## src/hw/rtl/mtf_enc_pkg.sv

```systemverilog
`timescale 1ns / 1ps

package mtf_enc_pkg;

    // list storage, one cell per symbol
    localparam int MAX_SYMBOLS = 1024;
    localparam int SYM_W       = $clog2(MAX_SYMBOLS);

    // fixed field widths
    localparam int ALPHA_W = 11;
    localparam int POS_W   = 10;

    // compare width wide enough for both the symbol field and MAX_SYMBOLS itself
    localparam int CMP_W = (SYM_W + 1 > ALPHA_W) ? SYM_W + 1 : ALPHA_W;

    localparam logic [ALPHA_W-1:0] ALPHA_RESET = ALPHA_W'(1024);
    localparam logic [CMP_W-1:0]   MAX_SIZE    = CMP_W'(MAX_SYMBOLS);
    localparam logic [SYM_W-1:0]   LAST_IDX    = SYM_W'(MAX_SYMBOLS - 1);

    // control handed from the sequencer to the head of the chain
    typedef struct packed {
        logic             en;
        logic [SYM_W-1:0] idx;
        logic             restart;
        logic             bad;
        logic [SYM_W-1:0] key;
    } mtf_step_t;

    typedef enum logic [1:0] {
        ST_IDLE = 2'b01,
        ST_SCAN = 2'b10
    } mtf_state_t;

endpackage

```

## src/hw/rtl/mtf_enc_cell.sv

```systemverilog
`timescale 1ns / 1ps

module mtf_enc_cell
    import mtf_enc_pkg::*;
(
    input  logic             aclk,
    input  logic             shift_en,
    input  logic [SYM_W-1:0] d,
    output logic [SYM_W-1:0] q
);

    logic [SYM_W-1:0] value_reg;

    always_ff @(posedge aclk) begin
        if (shift_en) begin
            value_reg <= d;
        end
    end

    assign q = value_reg;

endmodule

```

## config.mk

```make
export PLATFORM = sky130hd
export DESIGN_NAME = mtf_enc_cell
export DESIGN_NICKNAME = d
export VERILOG_FILES = /design/src/hw/rtl/mtf_enc_pkg.sv /design/src/hw/rtl/mtf_enc_cell.sv
export SDC_FILE = /design/constraint.sdc
export NUM_CORES = 1
export LEC_CHECK = 0
export ABC_AREA = 0
export BUFFER_PORTS_ARGS = -buffer_cell sky130_fd_sc_hd__buf_2
export CORE_AREA = 4 4 41 43
export DETAILED_ROUTE_END_ITERATION = 10
export DIE_AREA = 0 0 45 47
export PLACE_DENSITY = 0.6
export SLEW_MARGIN = 20
export SYNTH_ARGS = -nofsm -noshare
export SYNTH_HDL_FRONTEND = slang
export SYNTH_SLANG_ARGS = --single-unit
```

## constraint.sdc

```tcl
create_clock -name aclk -period 0.8 [get_ports aclk]
set_input_delay 0.04 -clock aclk [delete_from_list [all_inputs] [get_ports aclk]]
set_output_delay 0.04 -clock aclk [all_outputs]
set_load 0.005 [all_outputs]
```

==> run summary <==
status: finished, final reports clean
slew of the pin with the lowest slew margin: 0.2114 ns
Leak: 0.2361 nW
Vias: 215
syn nets: 22
drt total wl: 557 um
GRT Residual Overflow: 0
crit path kind: flop to output pin
Synth Cell Area: 300.3 sq um
WHS Path Cells: 1
area share of the largest cell type after synthesis: 100.0%
all-layer global routing usage: 6.185%
comb_multi_in: 0
most frequent cell after synthesis: edfxtp_1
Tmin final: 0.7956 ns
Initial Utilization: 23.08%
Multi-input gate area: 0 sq um
CTS resizes: 0
Final Max Tran Viols: 0
Post-Route Setup TNS: 0 ns
gpl congestion: 0.5893
Final Cell Area: 546.8 sq um
routed vias/inst: 3.644
number of global-route vias before repair: 202
count of max-cap constraint violations: 0
layout cells sized above 1: 54.55%
critical-path cell list: buf_2
num rows: 13
critical path's largest stage delay: 0.37 ns
Iter 0 DRT Violations: 0
# IOs: 22
largest area contributor in the netlist: edfxtp_1
Distinct cells, synth: 1
Synth Area per Inst: 30.03 sq um
Hold Path Origin: shift_en
#FFs+latches synth: 10
core area: 1301 sq um
RSZ-0062 raised after global routing: yes
Hold WC Path Type: input pin to flop
CP required: 0.76 ns
crit path max fanout: 1
Most Used Layer, Global Route: met4
# DRC: 0
synthesized netlist cell count: 10
Post-synth top flop: edfxtp_1
max reg flops: 10
Setup crit end kind: output pin
Hold Path Sink: q[1]
most frequent cells after synthesis: edfxtp_1
Routed Antenna Nets: 0
initial antenna violation count: 0
crit path buf inv count: 1
port bufs: 21
DP Area: 424.2 sq um
M3 GR Usage: 1.533%
post-CTS setup buffer count: 0
GR Util met2: 7.910%
Rel. slew slack: 85.91%
CTS tree: yes
n_diodes: 0
clk sinks: 10
maximum VDD drop: 0.0008823 V
critical path data arrival time: 0.76 ns
Initial DRT Pass Iterations: 1
Max Root-Sink Buffers: 2
Max H-tree Level: 1
first-pass GRT wire length: 814 um
Final Hold Fails: 0
full die area: 2115 sq um
Seq/Total Area, Yosys: 100.0%
Period Utilization, post-route: 99.45%
Final setup viols: 0
CTS buffer count: 3
Synth Warn #: 0
largest net degree at the start of global routing: 11
Nets: 58
Post-synth ARST share: 0%
die width: 45 um
DR WL/cell: 9.441 um
power density cells: 1925 nW/um^2
delay-heaviest family, CP: flip-flops
final-layout fill cell count: 133
startpoint types: flop
Die Span Y: 47 um
clock root cell: clkbuf_4
Max Freq: 1257 MHz
CP max-delay cell: edfxtp_1
P&R area growth vs syn: 82.08%
Synth area leaders: edfxtp_1
clock-pin slew on the worst setup and hold paths: 0.06 ns
M1 GR Usage: 6.444%
Post-synth EDFFs: 10
## final cells by class
cell class | instances | area [sq um] | area share [%]
repair buffers | 31 | 205.2 | 37.53
clock buffers | 3 | 22.52 | 4.119
well taps | 15 | 18.77 | 3.432
flip-flops and latches | 10 | 300.3 | 54.92
## power by group
group / leakage [nW] / total (mW) / internal (mW) / switching [mW]
logic: 0.124 / 0.114 / 0.0750 / 0.0388
registers: 0.0979 / 0.631 / 0.623 / 0.00797
clock network: 0.0138 / 0.308 / 0.172 / 0.136
## cell usage in the layout (no fill, tap or decap)
cell | netlist | final
buf_2 | 0 | 21
dlygate4sd3_1 | 0 | 10
edfxtp_1 | 10 | 10
clkbuf_4 | 0 | 3
## cells by family after synthesis
kind of cell / after synthesis / share of synthesized area [%]
flip-flops: 10 / 100.0
## worst max-delay path by stage
stage | from | to | slack [ns] | cells past startpoint
6_report | q[6] | q[6] | 0.004 | 1
5_1_grt | q[0] | q[0] | -0.02 | 1
4_1_cts | q[6] | q[6] | -0.01 | 1
3_5_place_dp | shift_en | q[0] | 0.22 | 1
3_3_place_gp | shift_en | q[0] | 0.23 | 1
2_1_floorplan | q[0] | q[0] | 0.40 | 0
## metrics by stage
| step | cells | total power [mW] | utilization, % | setup slack [ns] | hold WS, ns |
|---|---|---|---|---|---|
| global route | 59 | 1.108 | 42.02 | -0.02430 | 0.1470 |
| detailed placement | 46 | 0.7209 | 32.60 | 0.2220 | 0.2181 |
| global placement | 46 | 0.7208 | 32.60 | 0.2332 | 0.2180 |
| finish | 59 | 1.053 | 42.02 | 0.004436 | 0.1532 |
| floorplan | 10 | 0.6505 | - | 0.4047 | 0.1389 |
| CTS | 59 | 1.077 | 42.02 | -0.01095 | 0.1457 |
## timing repair
action	in CTS	in global routing
pin swaps	0	0
setup endpoints to repair	2	9
hold buffers	10	0
endpoints found under the hold margin	10	0
## routing by layer
layer | vias up | wire length, um | share of wire (%)
met5 | - | 0 | 0
met2 | 13 | 259 | 46
li1 | 111 | - | -
met4 | 0 | 19 | 3.4
met3 | 2 | 54 | 9.7
met1 | 89 | 224 | 40
(Power assumes the default switching activity.)
