--- src/hw/rtl/mtf_enc_pkg.sv ---
`timescale 1ns / 1ps

package mtf_enc_pkg;

    // list storage, one cell per symbol
    localparam int MAX_SYMBOLS = 1024;
    localparam int SYM_W       = $clog2(MAX_SYMBOLS);

    // fixed field widths
    localparam int ALPHA_W = 11;
    localparam int POS_W   = 10;

    // compare width wide enough for both the symbol field and MAX_SYMBOLS itself
    localparam int CMP_W = (SYM_W + 1 > ALPHA_W) ? SYM_W + 1 : ALPHA_W;

    localparam logic [ALPHA_W-1:0] ALPHA_RESET = ALPHA_W'(1024);
    localparam logic [CMP_W-1:0]   MAX_SIZE    = CMP_W'(MAX_SYMBOLS);
    localparam logic [SYM_W-1:0]   LAST_IDX    = SYM_W'(MAX_SYMBOLS - 1);

    // control handed from the sequencer to the head of the chain
    typedef struct packed {
        logic             en;
        logic [SYM_W-1:0] idx;
        logic             restart;
        logic             bad;
        logic [SYM_W-1:0] key;
    } mtf_step_t;

    typedef enum logic [1:0] {
        ST_IDLE = 2'b01,
        ST_SCAN = 2'b10
    } mtf_state_t;

endpackage

--- src/hw/rtl/mtf_enc_head.sv ---
`timescale 1ns / 1ps

module mtf_enc_head
    import mtf_enc_pkg::*;
(
    input  logic             aclk,
    input  mtf_step_t        step,
    input  logic [SYM_W-1:0] ring_out,
    output logic [SYM_W-1:0] ring_in,
    output logic             hit_any,
    output logic [SYM_W-1:0] pos
);

    logic [SYM_W-1:0] carry_reg, carry_next;
    logic             found_reg, found_next;
    logic [SYM_W-1:0] pos_reg, pos_next;
    logic [SYM_W-1:0] elem;
    logic             first;
    logic             match;

    always_comb begin
        // identity order is regenerated from the index on a restart
        elem       = step.restart ? step.idx : ring_out;
        first      = (step.idx == '0);
        match      = (elem == step.key);
        ring_in    = elem;
        carry_next = carry_reg;
        found_next = found_reg;
        pos_next   = pos_reg;
        if (!step.bad) begin
            if (first) begin
                // key goes to the front, old front element is carried back
                ring_in    = step.key;
                found_next = match;
                carry_next = elem;
                pos_next   = '0;
            end else if (!found_reg) begin
                ring_in    = carry_reg;
                carry_next = elem;
                if (match) begin
                    found_next = 1'b1;
                    pos_next   = step.idx;
                end
            end
        end
    end

    always_ff @(posedge aclk) begin
        if (step.en) begin
            carry_reg <= carry_next;
            found_reg <= found_next;
            pos_reg   <= pos_next;
        end
    end

    assign hit_any = found_next;
    assign pos     = pos_next;

endmodule

--- config.mk ---
export PLATFORM = sky130hd
export DESIGN_NAME = mtf_enc_head
export DESIGN_NICKNAME = d
export VERILOG_FILES = /design/src/hw/rtl/mtf_enc_pkg.sv /design/src/hw/rtl/mtf_enc_head.sv
export SDC_FILE = /design/constraint.sdc
export NUM_CORES = 1
export LEC_CHECK = 0
export BUFFER_PORTS_ARGS = -buffer_cell sky130_fd_sc_hd__buf_4
export CELL_PAD_IN_SITES_DETAIL_PLACEMENT = 0
export CELL_PAD_IN_SITES_GLOBAL_PLACEMENT = 1
export CORE_MARGIN = 5
export CORE_UTILIZATION = 32
export DETAILED_ROUTE_END_ITERATION = 8
export MAX_ROUTING_LAYER = met4
export PLACE_DENSITY = 0.71
export SYNTH_ARGS = -nofsm -noshare
export SYNTH_HDL_FRONTEND = slang
export SYNTH_SLANG_ARGS = --single-unit
--- constraint.sdc ---
create_clock -name aclk -period 2.9 [get_ports aclk]
set_clock_uncertainty 0.15 [all_clocks]
set_input_delay 0.58 -clock aclk [delete_from_list [all_inputs] [get_ports aclk]]
set_output_delay 0.58 -clock aclk [all_outputs]
set_load 0.01 [all_outputs]
==> reports/metrics.yaml, run 1 <==
violations: "setup timing"
cp-end-kind: "primary output"
whs_ns: 0.510
synth_area_leaders: "edfxtp_1 47%, o221a_2 8.5%, inv_1 6.8%"
clkPwrFrac_pct: 23.3
hpwl_mm: 3.34
pwr-share-seq_pct: 42.1
cts_max_path_buffers: 2
grt-ovfl-total: 0
clk_latency_ns: 0.26
ant_nets: 0
design.die.area_um2: 5550
avgViaCountPerCell: 4.98
r2r_start: "found_reg"
reg2regPathDepth: 7
switchingPower_uw: 225
combPwrFrac_pct: 34.7
fp.dieH_um: 74.5
fin_crit_ns: 3.15
ys_seq_elements: 21
dr.pass1.iters: 4
yosys.area.top_type: "edfxtp_1"
cts_sinks: 21
die_x_um: 74.5
r2r_setup_slack_ns: 0.74
port_buffers: 54
synthesis.instances: 123
outcome: "complete, but fails checks"
coreArea_um2: 4030
fin_ws_ns: -0.246
synth_top_area_share_pct: 47.3
cts_buffers: 3
total_power_uw: 842
wl_per_cell_um: 17.7
ys_seq_area_share_pct: 47.3
cts_root_buf: "clkbuf_8"
fin_crit_sh_pct: 108
worstPathArrival_ns: 2.42
vias: 1286
dr.first_iter.drc_count: 67
syn_area_um2: 1330
fmax_ghz: 0.318
drt_wl_total_mm: 4.57
endpoint: "pos[1]"
hp-class: "reg2reg"
powerDensity_nw_per_um2: 343
ios: 55
ir_drop_mv: 0.174
syn_area_per_cell_um2: 10.8
cts_tree: "built"
max-cap-violations: 0
switching_share_pct: 26.7
path_max_fanout: 5
finalMaxSlewViolations: 0
gp_congestion: 0.894
crit_path_start_kind: "input pin"
fin_nets: 243
leakage_nw: 1.12
grt_max_degree: 15
p_int_uw: 617
antenna_cells: 0
nFillCells: 348
first_global_vias: 1400
track_usage_pct: 17.3
ys_warn_count: 0
rows: 23
grt_setup_unrepaired: "yes"
setup_viol: 11
synth.distinct_cells: 23
tightest_slew_ns: 0.517
hold_violations: 0
cts_htree_levels: 1
syn2layout_area_growth_pct: 84.1
post-route-drc-count: 0
start_util_pct: 33.1
synth_nets: 157
grt_pass1_wl_mm: 7.05
antenna_found_initial: 0
crit_required_ns: 2.17
drive_gt1_share_pct: 64.4
path_clk_slew_ns: 0.08
relSlewSlack_pct: 65.1
criticalPathCategory: "in2out"
startpoint: "step[11]"
reg2reg_to: "pos_reg[0]"
-- layout by cell type (no fill, tap or decap), types with 3 or more instances in the layout --
master / synthesis / layout
buf_4: 0 / 66
buf_6: 2 / 14
clkbuf_8: 0 / 3
xnor2_2: 0 / 3
buf_12: 0 / 3
nand2_1: 9 / 7
xor2_1: 4 / 4
edfxtp_1: 21 / 21
xnor2_1: 6 / 3
o22ai_4: 0 / 4
inv_1: 24 / 24
o221a_2: 10 / 6
o22ai_2: 0 / 6
nand3_1: 4 / 3
o221a_4: 0 / 4
mux2_4: 3 / 5
nor2_1: 7 / 7
mux2i_4: 0 / 4
-- metrics by stage --
| stage | setup TNS (ns) | setup slack [ns] | util, % | instances | area [µm²] |
|---|---|---|---|---|---|
| finish | -2.49 | -0.246 | 60.9 | 258 | 2450 |
| detailed placement | -4.10 | -0.336 | 52.3 | 246 | 2110 |
| global placement | -3.22 | -0.268 | 52.3 | 246 | 2110 |
| CTS | -2.55 | -0.253 | 57.3 | 256 | 2310 |
| global route | -3.29 | -0.333 | 60.9 | 258 | 2450 |
| floorplan | -0.450 | -0.0685 | - | 123 | 1460 |
-- layer usage --
layer | routed length (µm) | track usage, % | vias up
met2 | 2340 | 29.3 | 45
met5 | 0 | - | -
met1 | 1870 | 21.4 | 612
li1 | - | - | 618
met4 | 98 | 4.94 | 0
met3 | 267 | 2.70 | 11
-- logic make-up after synthesis --
logic type / share of synthesized area [%]
flops: 47.3
buf+inv: 9.86
mux: 9.20
xor+xnor: 6.57
simple gates: 10.6
compound gates: 16.4
-- power by group through the flow --
stage / Combinational [mW] / Sequential (mW) / Clock, mW
after global placement: 0.240 / 0.360 / 0
after global routing: 0.312 / 0.356 / 0.210
after floorplan: 0.117 / 0.360 / 0
after CTS: 0.267 / 0.354 / 0.201
after detailed placement: 0.244 / 0.361 / 0
final: 0.292 / 0.355 / 0.196
-- worst min path at each step --
| stage | slack (ns) | cells past startpoint | start | to |
|---|---|---|---|---|
| after floorplan | 0.48 | 2 | found_reg | found_reg |
| after global placement | 0.47 | 2 | found_reg | found_reg |
| after detailed placement | 0.48 | 2 | found_reg | found_reg |
| after CTS | 0.51 | 1 | step[22] | found_reg |
| after global routing | 0.52 | 1 | step[22] | pos_reg[8] |
| final | 0.51 | 2 | found_reg | found_reg |
-- critical path, cell delays in order --
cell and delay (ns):
buf_12 0.11, buf_12 0.13, mux2_4 0.32, xnor2_2 0.15, nand4_1 0.18, or4_4 0.62, o22ai_2 0.17, buf_4 0.15
-- layout make-up --
class	instances	area (µm²)	area share (%)
multi-input combinational	72	820	33.4
timing repair buffer	87	806	32.8
tap	50	62.6	2.55
inverter	24	90.1	3.67
clock buffer	4	45.0	1.84
sequential	21	631	25.7
-- synth_stat cells --
library cell	n
a21boi_0	1
o22ai_1	10
nand3_1	4
xnor2_1	6
nand4_2	1
mux2_2	3
inv_1	24
mux2i_2	1
mux2i_1	3
clkbuf_1	5
o41ai_1	1
nor4_1	2
buf_6	2
nand4_1	2
or4_4	1
o221a_2	10
nand2_1	9
or2_2	2
xor2_1	4
o41ai_4	1
nor2_1	7
mux2_4	3
edfxtp_1	21
-- what timing repair did --
item                       CTS  global route
setup endpoints to repair   21            21
pin swaps                    1             7
resized for setup           14            26
gates cloned                 3             1
buffers inserted             3             2
hold buffers                 0             0
Note: power is estimated with default switching activity, not from simulation.
==> inputs of run 2 (changes only) <==
Settings changed: SETUP_SLACK_MARGIN set to 0.1.
==> run 2 against run 1 <==
The flow still finishes with violations (setup timing). Register-to-register slack barely moved. Die area unchanged. Largest cell class unchanged. Combinational power up 9.2%. Global-route usage is 1.3 points higher. First-iteration DRC count grew 31%. Routed wire length rose by 6.4%. Fmax decreased by 0.73%.
==> reports/metrics.yaml, run 2 (synthesis gave the netlist of run 1 again) <==
outcome: "complete, but fails checks"  # unchanged
violations: "setup timing"  # unchanged
cp_top_family: "buffers and inverters"  # was simple AND/OR/NAND/NOR gates
crit_path_start_kind: "input pin"  # unchanged
cp_slowest_cell: "o41ai_4"  # was or4_4
cts_root_buf: "clkbuf_8"  # unchanged
worstPathArrival_ns: 2.44  # was 2.42 ns
finish.utilization_pct: 64.9  # was 60.9%
relSlewSlack_pct: 64.4  # was 65.1%
setup_viol: 11  # unchanged
pre_cts_slack_ns: -0.336  # unchanged
coreArea_um2: 4030  # unchanged
design.die.area_um2: 5550  # unchanged
tightest_slew_ns: 0.527  # was 0.517 ns
fin_ws_ns: -0.269  # was -0.246 ns
drt_wl_total_mm: 4.87  # was 4.57 mm
max-cap-violations: 0  # unchanged
ios: 55  # unchanged
dr.first_iter.drc_count: 88  # was 67
cts_sinks: 21  # unchanged
powerDensity_nw_per_um2: 333  # was 343 nW/µm²
antenna_cells: 0  # unchanged
final_common_cell: "buf_4"  # unchanged
vias: 1307  # was 1286
avgViaCountPerCell: 5.03  # was 4.98
layout_common_cells: "59 x buf_4, 24 x inv_1, 21 x edfxtp_1"  # was 66 x buf_4, 24 x inv_1, 21 x edfxtp_1
cts_htree_levels: 1  # unchanged
first_global_vias: 1451  # was 1400
cp-end-kind: "primary output"  # unchanged
leakage_nw: 1.18  # was 1.12 nW
post-route-drc-count: 0  # unchanged
fin_nets: 245  # was 243
ant_nets: 0  # unchanged
path_max_fanout: 5  # unchanged
antenna_found_initial: 0  # unchanged
gp_congestion: 0.894  # unchanged
grt_pass1_wl_mm: 7.46  # was 7.05 mm
cts_buffers: 3  # unchanged
grt-ovfl-total: 0  # unchanged
syn2layout_area_growth_pct: 96.3  # was 84.1%
ir_drop_mv: 0.175  # was 0.174 mV
finalMaxSlewViolations: 0  # unchanged
grt_max_degree: 13  # was 15
drive_gt1_share_pct: 66.7  # was 64.4%
max_stage_delay_ns: 0.35  # was 0.62 ns
hpwl_mm: 3.34  # unchanged
fmax_ghz: 0.316  # was 0.318 GHz
dr.pass1.iters: 4  # unchanged
port_buffers: 54  # unchanged
cp_num_buf_inv: 6  # was 3
die_x_um: 74.5  # unchanged
grt_setup_unrepaired: "yes"  # unchanged
crit_required_ns: 2.17  # about the same
crit_chain: "buf_12 -> buf_12 -> mux2_4 -> xnor2_2 -> nand2_2 -> buf_6 -> o41ai_4 -> buf_4 -> clkbuf_16 -> o22ai_2 -> buf_4"  # was buf_12 -> buf_12 -> mux2_4 -> xnor2_2 -> nand4_1 -> or4_4 -> o22ai_2 -> buf_4
rows: 23  # unchanged
cts_max_path_buffers: 2  # unchanged
hold_violations: 0  # unchanged
fp.dieH_um: 74.5  # unchanged
hp-class: "reg2reg"  # unchanged
fin_crit_sh_pct: 109  # was 108%
clk_latency_ns: 0.26  # about the same
wl_per_cell_um: 18.7  # was 17.7 µm
track_usage_pct: 18.6  # was 17.3%
path_clk_slew_ns: 0.08  # about the same
fin_crit_ns: 3.17  # was 3.15 ns
start_util_pct: 33.1  # unchanged
cts_tree: "built"  # unchanged
criticalPathCategory: "in2out"  # unchanged
==> run 2: changes by cell type in the layout (fill, tap and decap cells not counted), sizes merged <==
cell    delta
buf        +3
clkbuf     -1
==> run 2: through the flow <==
stage	power, mW	cells	area [µm²]	hold WS, ns	TNS, ns
floorplan	0.476	123	1460	0.477	-0.450
global placement	0.600	246	2110	0.472	-3.22
detailed placement	0.605	246	2110	0.477	-4.10
CTS	0.847	258	2490	0.510	-2.55
global route	0.905	260	2620	0.518	-3.42
finish	0.871	260	2620	0.509	-2.70
==> run 2: report_power, final <==
part,switching (mW),internal (mW)
clock network,0.0985,0.0979
registers,0.00457,0.350
logic,0.134,0.185
==> run 2: cell type report <==
cell class / instances / area (µm²)
multi-input combinational: 72 / 922
sequential: 21 / 631
fill: 319 / 1410
timing repair buffer: 89 / 866
clock buffer: 4 / 45.0
inverter: 24 / 90.1
tap: 50 / 62.6
==> run 2: tightest hold or removal path, delay by kind of cell (launching register included) <==
kind	cells	cell delay (ns)
DFF	1	0.38
AOI/OAI and AO/OA	1	0.10
and+or+nand+nor	1	0.06
==> run 2: what timing repair did <==
action,CTS,global route
buffers inserted,4,3
setup endpoints to repair,21,21
pin swaps,5,11
gates cloned,4,0
gates resized for setup,40,26
hold buffers,0,0
==> run 2: worst paths after layout <==
| check | from | to | slack, ns | depth (start not counted) |
|---|---|---|---|---|
| worst max-delay path | step[11] | pos[3] | -0.27 | 11 |
| worst min-delay path | found_reg | found_reg | 0.51 | 2 |
| worst max register to register | found_reg | pos_reg[0] | 0.74 | 7 |
| worst min register to register | found_reg | found_reg | 0.51 | 2 |
==> run 2: layer usage <==
metal	wire [µm]	global-route usage, %	share of wire (%)
met1	1960	21.6	40
met3	251	2.97	5.2
met4	57	5.14	1.2
met5	0	-	0
met2	2610	33.1	54
==> inputs of run 3 (changes only) <==
Clock period 2.9 ns to 2.55 ns, I/O delays scaled along.
==> run 3 against run 2 <==
The run still ends with setup timing left. Non-clock buffer count increased by 7. Worst hold slack got worse by 0.077 ns. Utilization increased by 1.7 points. Clock power is 19% higher. Combinational power grew 13%. Routed wire length down 3.7%. Largest cell class is now non-clock buffers. Largest power group unchanged. Highest routed layer unchanged.
==> reports/metrics.yaml, run 3 (synthesis gave the netlist of run 1 again) <==
ios: 55  # unchanged
combPwrFrac_pct: 36.1  # was 36.7%
drt_wl_total_mm: 4.69  # was 4.87 mm
first_global_vias: 1457  # was 1451
grt_pass1_wl_mm: 7.42  # was 7.46 mm
clkPwrFrac_pct: 23.4  # was 22.6%
track_usage_pct: 18.2  # was 18.6%
relSlewSlack_pct: 79.7  # was 64.4%
total_power_uw: 996  # was 871 µW
ant_nets: 0  # unchanged
hpwl_mm: 3.10  # was 3.34 mm
wl_per_cell_um: 17.6  # was 18.7 µm
reg2reg_to: "pos_reg[7]"  # was pos_reg[0]
fp.dieH_um: 74.5  # unchanged
finalInstanceArea_um2: 2690  # was 2620 µm²
antenna_found_initial: 0  # unchanged
drive_gt1_share_pct: 67.7  # was 66.7%
clk_latency_ns: 0.26  # about the same
crit_chain: "buf_12 -> buf_12 -> mux2i_2 -> xor2_1 -> nand4_2 -> buf_4 -> or4_4 -> o22ai_2 -> buf_4"  # was buf_12 -> buf_12 -> mux2_4 -> xnor2_2 -> nand2_2 -> buf_6 -> o41ai_4 -> buf_4 -> clkbuf_16 -> o22ai_2 -> buf_4
outcome: "complete, but fails checks"  # unchanged
post-route-drc-count: 0  # unchanged
die_x_um: 74.5  # unchanged
worstPathArrival_ns: 2.33  # was 2.44 ns
path_clk_slew_ns: 0.09  # was 0.08 ns
reg2regPathDepth: 5  # was 7
multiInputGateArea_um2: 925  # was 922 µm²
cts_max_path_buffers: 2  # unchanged
crit_required_ns: 1.89  # was 2.17 ns
coreArea_um2: 4030  # unchanged
hp-class: "in2reg"  # was reg2reg
hold_violations: 0  # unchanged
cts_buffers: 3  # unchanged
path_max_fanout: 7  # was 5
grt_max_degree: 13  # unchanged
ir_drop_mv: 0.264  # was 0.175 mV
fin_crit_sh_pct: 117
design.die.area_um2: 5550  # unchanged
cts_sinks: 21  # unchanged
rows: 23  # unchanged
setup_viol: 21  # was 11
p_int_uw: 718  # was 634 µW
finalMaxSlewViolations: 0  # unchanged
fin_ws_ns: -0.439  # was -0.269 ns
min_delay_worst_endpoint: "pos_reg[0]"  # was found_reg
gp_congestion: 0.782  # was 0.894
fmax_ghz: 0.335
cp-end-kind: "primary output"  # unchanged
hold_depth: 1  # was 2
cp_slowest_cell: "or4_4"  # was o41ai_4
crit_path_start_kind: "input pin"  # unchanged
r2r_start: "found_reg"  # unchanged
final_common_cell: "buf_4"  # unchanged
powerDensity_nw_per_um2: 371  # was 333 nW/µm²
vias: 1346  # was 1307
dr.first_iter.drc_count: 97  # was 88
dr.pass1.iters: 4  # unchanged
max-cap-violations: 0  # unchanged
cts_root_buf: "clkbuf_8"  # unchanged
cp_top_family: "simple AND/OR/NAND/NOR gates"  # was buffers and inverters
fin_crit_ns: 2.99
cts_tree: "built"  # unchanged
placed_cell_area_um2: 2100  # was 2110 µm²
pwr-share-seq_pct: 40.5  # was 40.8%
nFillCells: 326  # was 319
avgViaCountPerCell: 5.04  # was 5.03
layout_common_cells: "67 x buf_4, 24 x inv_1, 21 x edfxtp_1"  # was 59 x buf_4, 24 x inv_1, 21 x edfxtp_1
r2r_setup_slack_ns: 0.58  # was 0.74 ns
cp_num_buf_inv: 4  # was 6
start_util_pct: 33.1  # unchanged
switchingPower_uw: 277  # was 237 µW
port_buffers: 54  # unchanged
syn2layout_area_growth_pct: 102  # was 96.3%
criticalPathCategory: "in2out"  # unchanged
grt_setup_unrepaired: "yes"  # unchanged
max_stage_delay_ns: 0.52  # was 0.35 ns
switching_share_pct: 27.8  # was 27.2%
min_from: "step[22]"  # was found_reg
antenna_cells: 0  # unchanged
tightest_slew_ns: 0.303  # was 0.527 ns
regArea_um2: 631  # unchanged
cts_htree_levels: 1  # unchanged
setup_tns_ns: -5.90  # was -2.70 ns
leakage_nw: 1.23  # was 1.18 nW
fin_nets: 252  # was 245
grt-ovfl-total: 0  # unchanged
violations: "setup timing"  # unchanged
[run 3: worst reg2reg max path, cell delays in order, from the launching register on]
cell and delay (ns):
edfxtp_1 0.44, or2_2 0.41, o41ai_4 0.33, buf_4 0.17, clkbuf_16 0.15, o22ai_4 0.08
[run 3: metal layers]
layer / up-vias / wire length [µm] / track usage, %
li1: 640 / - / -
met1: 649 / 1960 / 22.4
met2: 51 / 2430 / 31.0
met3: 6 / 250 / 2.57
met4: 0 / 57 / 4.94
met5: - / 0 / -
[run 3: per-stage QoR]
step           hold slack [ns]  worst slack, ns  instances  utilization, %
6_report                 0.432           -0.439        267            66.7
5_1_grt                  0.435           -0.530        267            66.7
4_1_cts                  0.435           -0.476        262            62.9
3_5_place_dp             0.495           -0.511        246            52.2
3_3_place_gp             0.461           -0.489        246            52.2
2_1_floorplan            0.472           -0.247        123               -
[run 3: power groups by stage]
stage / sequential, mW / combinational [mW] / clock [mW]
global route: 0.405 / 0.384 / 0.250
floorplan: 0.409 / 0.132 / 0
detailed placement: 0.411 / 0.273 / 0
CTS: 0.404 / 0.336 / 0.237
finish: 0.403 / 0.359 / 0.233
global placement: 0.410 / 0.269 / 0
[run 3: area by class of cell]
| class | count | share of cell area [%] |
|---|---|---|
| Sequential cell | 21 | 23.5 |
| Inverter | 24 | 3.35 |
| Tap cell | 50 | 2.33 |
| Clock buffer | 3 | 1.54 |
| Multi-Input combinational cell | 72 | 34.4 |
| Timing Repair Buffer | 96 | 34.7 |
| Clock inverter | 1 | 0.186 |
[run 3: repair_timing]
action                                  4_1_cts  5_1_grt
buffers inserted                              8        4
gates resized for setup                      42       20
cloned                                        4        1
endpoints found under the setup margin       21       21
pin swaps                                    12        8
hold buffers                                  0        0
[run 3: how the worst max path moves through the flow]
| stage | cells after the start | to | slack, ns | from |
|---|---|---|---|---|
| floorplan | 7 | pos[0] | -0.25 | step[11] |
| global placement | 8 | pos[9] | -0.49 | step[11] |
| detailed placement | 8 | pos[9] | -0.51 | step[11] |
| CTS | 9 | pos[6] | -0.48 | step[11] |
| global route | 11 | pos[4] | -0.53 | step[11] |
| finish | 9 | pos[1] | -0.44 | step[11] |
